`src/sv/mts_pkg.sv`:
```
`default_nettype none

package mts_pkg;

    // Default geometry of the two stacks
    localparam int StackDepthDefault = 128;
    localparam int WordBitsDefault   = 32;

    // Fixed payload widths of the channels
    localparam int DataBits   = 32;
    localparam int FillBits   = 8;
    localparam int StatusBits = 2;

    // Operation codes
    localparam logic ACT_PUSH = 1'b0;
    localparam logic ACT_POP  = 1'b1;

    // Status codes
    localparam logic [StatusBits-1:0] ST_OK         = 2'd0;
    localparam logic [StatusBits-1:0] ST_PUSH_FULL  = 2'd1;
    localparam logic [StatusBits-1:0] ST_POP_EMPTY  = 2'd2;

    // Controller to datapath commands
    typedef struct packed {
        logic capture;     // latch the item, read both stack tops
        logic step;        // commit stack writes and counts
        logic load_eval;   // load result straight from the evaluation
        logic load_fetch;  // load result with the refetched minimum
    } mts_cmd_t;

    // Datapath to controller status
    typedef struct packed {
        logic refill;      // pop removed the minimum, next one must be read
    } mts_stat_t;

endpackage

`default_nettype wire

```
`src/sv/mts_ctrl.sv`:
```
`default_nettype none

module mts_ctrl (
    input  wire logic               clk,
    input  wire logic               rst_n,
    input  wire logic               in_valid,
    output logic                    in_ready,
    output logic                    out_valid,
    input  wire logic               out_ready,
    input  wire mts_pkg::mts_stat_t stat,
    output mts_pkg::mts_cmd_t       cmd
);
    import mts_pkg::*;

    typedef enum logic [2:0] {
        S_IDLE  = 3'b001,
        S_EVAL  = 3'b010,
        S_FETCH = 3'b100
    } state_t;

    state_t state_reg, state_next;
    logic   out_valid_reg, out_valid_next;
    logic   out_free;

    // Output register can take a new result when empty or being drained
    assign out_free = !out_valid_reg || out_ready;

    // Sequence one item: capture, evaluate, optional minimum refetch
    always_comb
    begin
        state_next     = state_reg;
        out_valid_next = out_valid_reg && !out_ready;
        cmd            = '0;
        in_ready       = 1'b0;
        case (state_reg)
            S_IDLE:
            begin
                in_ready = 1'b1;
                if (in_valid)
                begin
                    cmd.capture = 1'b1;
                    state_next  = S_EVAL;
                end
            end
            S_EVAL:
            begin
                if (stat.refill)
                begin
                    cmd.step   = 1'b1;
                    state_next = S_FETCH;
                end
                else if (out_free)
                begin
                    cmd.step       = 1'b1;
                    cmd.load_eval  = 1'b1;
                    out_valid_next = 1'b1;
                    state_next     = S_IDLE;
                end
            end
            S_FETCH:
            begin
                if (out_free)
                begin
                    cmd.load_fetch = 1'b1;
                    out_valid_next = 1'b1;
                    state_next     = S_IDLE;
                end
            end
            default:
            begin
                state_next = S_IDLE;
            end
        endcase
    end

    // Hold state and result valid
    always_ff @(posedge clk or negedge rst_n)
    begin
        if (!rst_n)
        begin
            state_reg     <= S_IDLE;
            out_valid_reg <= 1'b0;
        end
        else
        begin
            state_reg     <= state_next;
            out_valid_reg <= out_valid_next;
        end
    end

    assign out_valid = out_valid_reg;

endmodule

`default_nettype wire

```
`config.mk`:
```
export PLATFORM = sky130hd
export DESIGN_NAME = mts_ctrl
export DESIGN_NICKNAME = d
export VERILOG_FILES = /design/src/sv/mts_pkg.sv /design/src/sv/mts_ctrl.sv
export SDC_FILE = /design/constraint.sdc
export NUM_CORES = 1
export LEC_CHECK = 0
export ABC_AREA = 1
export BUFFER_PORTS_ARGS = -buffer_cell sky130_fd_sc_hd__buf_2
export CORE_AREA = 2 2 39 41
export DETAILED_ROUTE_END_ITERATION = 10
export DIE_AREA = 0 0 41 43
export PLACE_DENSITY_LB_ADDON = 0.15
export SYNTH_ARGS = -nofsm -noshare
export SYNTH_HDL_FRONTEND = slang
export SYNTH_SLANG_ARGS = --single-unit
```
`constraint.sdc`:
```
create_clock -name clk -period 1.2 [get_ports clk]
set_clock_uncertainty 0.2 [all_clocks]
set_input_delay 0.12 -clock clk [delete_from_list [all_inputs] [get_ports clk]]
set_output_delay 0.12 -clock clk [all_outputs]
set_load 0.005 [all_outputs]
```
==> impl_metrics.ini <==
[final_layout]
area_delta_synth_final_pct = 88.4
fin_nets = 61
post-route-cell-area_sq_um = 448
drive_gt1_frac = 0.618
antenna_cells_inserted = 0
most-common-layout-cells = sky130_fd_sc_hd__buf_2 (10), sky130_fd_sc_hd__buf_4 (7), sky130_fd_sc_hd__nand2_1 (4), sky130_fd_sc_hd__inv_1 (4), sky130_fd_sc_hd__dlygate4sd3_1 (4)
fillCellCount = 155
layout.cells.most_common = sky130_fd_sc_hd__buf_2
largest_register_ff_count = 3
final_cell_count_no_fill = 71
final_util = 0.324

[die]
io-pin-count = 11
fp.dieW_um = 41
initial_utilization = 0.172
fp.coreArea_sq_um = 1380
num_rows = 14
die_area_sq_um = 1760
die-height_um = 43

[timing]
tns_ns = -1.06
report.final.setup_viol = 9
hold_viol_final = 0
postLayoutSetupSlackWorst_ns = -0.216
fmax_ghz = 0.706
timing.max_slew.rel_slack = 0.882
actual_transition_at_the_worst_max_transition_pin_ns = 0.178
final.period_utilization = 1.18
grt_setup_unrepaired = true
final_period_minus_worst_setup_slack_ns = 1.42
final-max-slew-violation-count = 0
hold-worst-slack_ns = 0.00191

[routing]
dr.pass1.iters = 3
drc = 0
drt_iter0_drc = 1
route.antenna.remaining_nets = 0
avgViaCountPerCell = 3.99
routedWlPerCell_um = 9.28
vias = 283
drt-total-wl_um = 659

[global_route]
grt_pass1_wl_um = 1050
grtUsageTotal = 0.0959
largest_net_degree_at_the_start_of_global_routing = 5
antenna_found_initial = 0
grt.overflow.total = 0
vias_in_the_first_global_route = 281

[worst_setup_path]
crit_slowest_cell = sky130_fd_sc_hd__dfstp_2
rrSetupSlack_ns = -0.08
cp_data_arrival_time_ns = 1.10
timing.critical_path.to_type = output pin
data_required_time_of_the_critical_path_ns = 0.88
cp_max_fo = 4
crit_chain = nor2_2 -> nand2_2 -> nor2_4 -> buf_2
regToRegEndpoint = state_reg[0]$_DFFE_PN1P_
rr_worst_depth = 6
crit_path_max_incr_delay_ns = 0.56
path_class = flip-flop to output pin
critical_path.startpoint_type = flip-flop
worstReg2RegStart = state_reg[0]$_DFFE_PN1P_

[clock_network]
cts-root-to-sink-buffers = 2
cts_max_level = 1
root_buffer = sky130_fd_sc_hd__clkbuf_4
clk_pin_slew_worst_paths_ns = 0.05
clk-insertion-delay-late_ns = 0.24
cts_num_sinks = 4
cts_tree = built
tritoncts.num_buffers = 3

[outcome]
status = finished, violations left
failed_checks = negative setup slack

[yosys]
mean_instance_size_in_the_synthesized_netlist_sq_um = 7.92
synth-seq-cells = 4
seq_total_area_yosys = 0.426
mappedNetlistArea_sq_um = 238
post_synth_fa_ha_maj_area_fraction = 0
synth.net_count = 35
synth_compound_area_frac = 0.111
synthMuxAreaShare = 0
synth-warning-count = 0
yosys.area_share.simple = 0.353
synth-xor-area-share = 0
syn-instance-count = 30
synth_top_family_by_area = simple AND/OR/NAND/NOR gates
synth_cell_type_count = 14

[placement]
dpl_cell_area_sq_um = 315
numPortBuffers = 10
final_replace_weighted_congestion = 0.694
hpwl_um = 416
placed_cells_incl_taps = 57
post-place-ws_ns = -0.0272

[power]
power.density_cell_area_nw_per_um2 = 1680
p_total_mw = 0.751
vdd_ir_drop_max_uv = 395
leakagePower_nw = 0.242

[min_path]
hold_path_end = state_reg[2]$_DFFE_PN0P_
hold_path_depth = 4
holdCritStartpoint = out_ready
min_path_type = primary input to flip-flop

[job]
cap_violations = 0
power breakdown:
group          total (mW)  switching [mW]  internal, mW
combinational       0.330           0.161         0.169
sequential          0.234          0.0475         0.187
clock               0.186          0.0611         0.125
total               0.751           0.270         0.481
worst max path at each step:
stage / from / endpoint / slack [ns] / cells after the start
2_1_floorplan: state_reg[0]$_DFFE_PN1P_ / state_reg[0]$_DFFE_PN1P_ / 0.06 / 5
3_3_place_gp: state_reg[0]$_DFFE_PN1P_ / cmd[1] / -0.04 / 4
3_5_place_dp: state_reg[0]$_DFFE_PN1P_ / cmd[1] / -0.03 / 4
4_1_cts: state_reg[0]$_DFFE_PN1P_ / cmd[2] / -0.22 / 4
5_1_grt: state_reg[0]$_DFFE_PN1P_ / cmd[0] / -0.25 / 4
6_report: state_reg[0]$_DFFE_PN1P_ / cmd[0] / -0.22 / 4
final cells by class:
class | instances | area, sq um | area share
repair buffers | 21 | 143 | 0.318
clock buffers | 4 | 26.3 | 0.0587
flip-flops and latches | 4 | 101 | 0.226
well taps | 16 | 20.0 | 0.0447
multi-input cells | 19 | 131 | 0.293
inverters | 7 | 26.3 | 0.0587
critical path: cells and delay by family (launching register included):
family / cells / cell delay [ns]
flops: 1 / 0.56
buf+inv: 1 / 0.12
simple gates: 3 / 0.19
cell families (layout without fill, tap and decap cells):
kind of cell           count (synthesis)  count (layout)
AND/OR/NAND/NOR                       14              14
buffers and inverters                  7              32
AO/OA/AOI/OAI                          5               5
flip-flops                             4               4
Yosys cell counts:
library cell	n	area, sq um
sky130_fd_sc_hd__dfrtp_1	3	75.1
sky130_fd_sc_hd__nand3_2	1	10.0
sky130_fd_sc_hd__o22ai_1	1	6.26
sky130_fd_sc_hd__nor2_1	1	3.75
sky130_fd_sc_hd__inv_1	5	18.8
sky130_fd_sc_hd__a21oi_1	2	10.0
sky130_fd_sc_hd__o21ai_1	2	10.0
sky130_fd_sc_hd__dfstp_2	1	26.3
sky130_fd_sc_hd__nand2_1	5	18.8
sky130_fd_sc_hd__nor2_4	2	22.5
sky130_fd_sc_hd__nand2_2	1	6.26
sky130_fd_sc_hd__nand3_1	2	10.0
sky130_fd_sc_hd__inv_2	2	7.51
sky130_fd_sc_hd__nor2_2	2	12.5
routing by layer:
layer	global-route usage	wire length, um
met4	0.100	0
met3	0.0314	20
met1	0.0882	261
met5	0	0
met2	0.147	377
what timing repair did:
action / in CTS / in global routing
setup endpoints to repair: 6 / 9
hold buffers: 4 / 0
buffers inserted: 3 / 3
resized for setup: 2 / 4
pin swaps: 3 / 4
gates cloned: 0 / 0
hold endpoints to repair: 6 / 0
No activity file was read; power rests on OpenSTA's default activity.
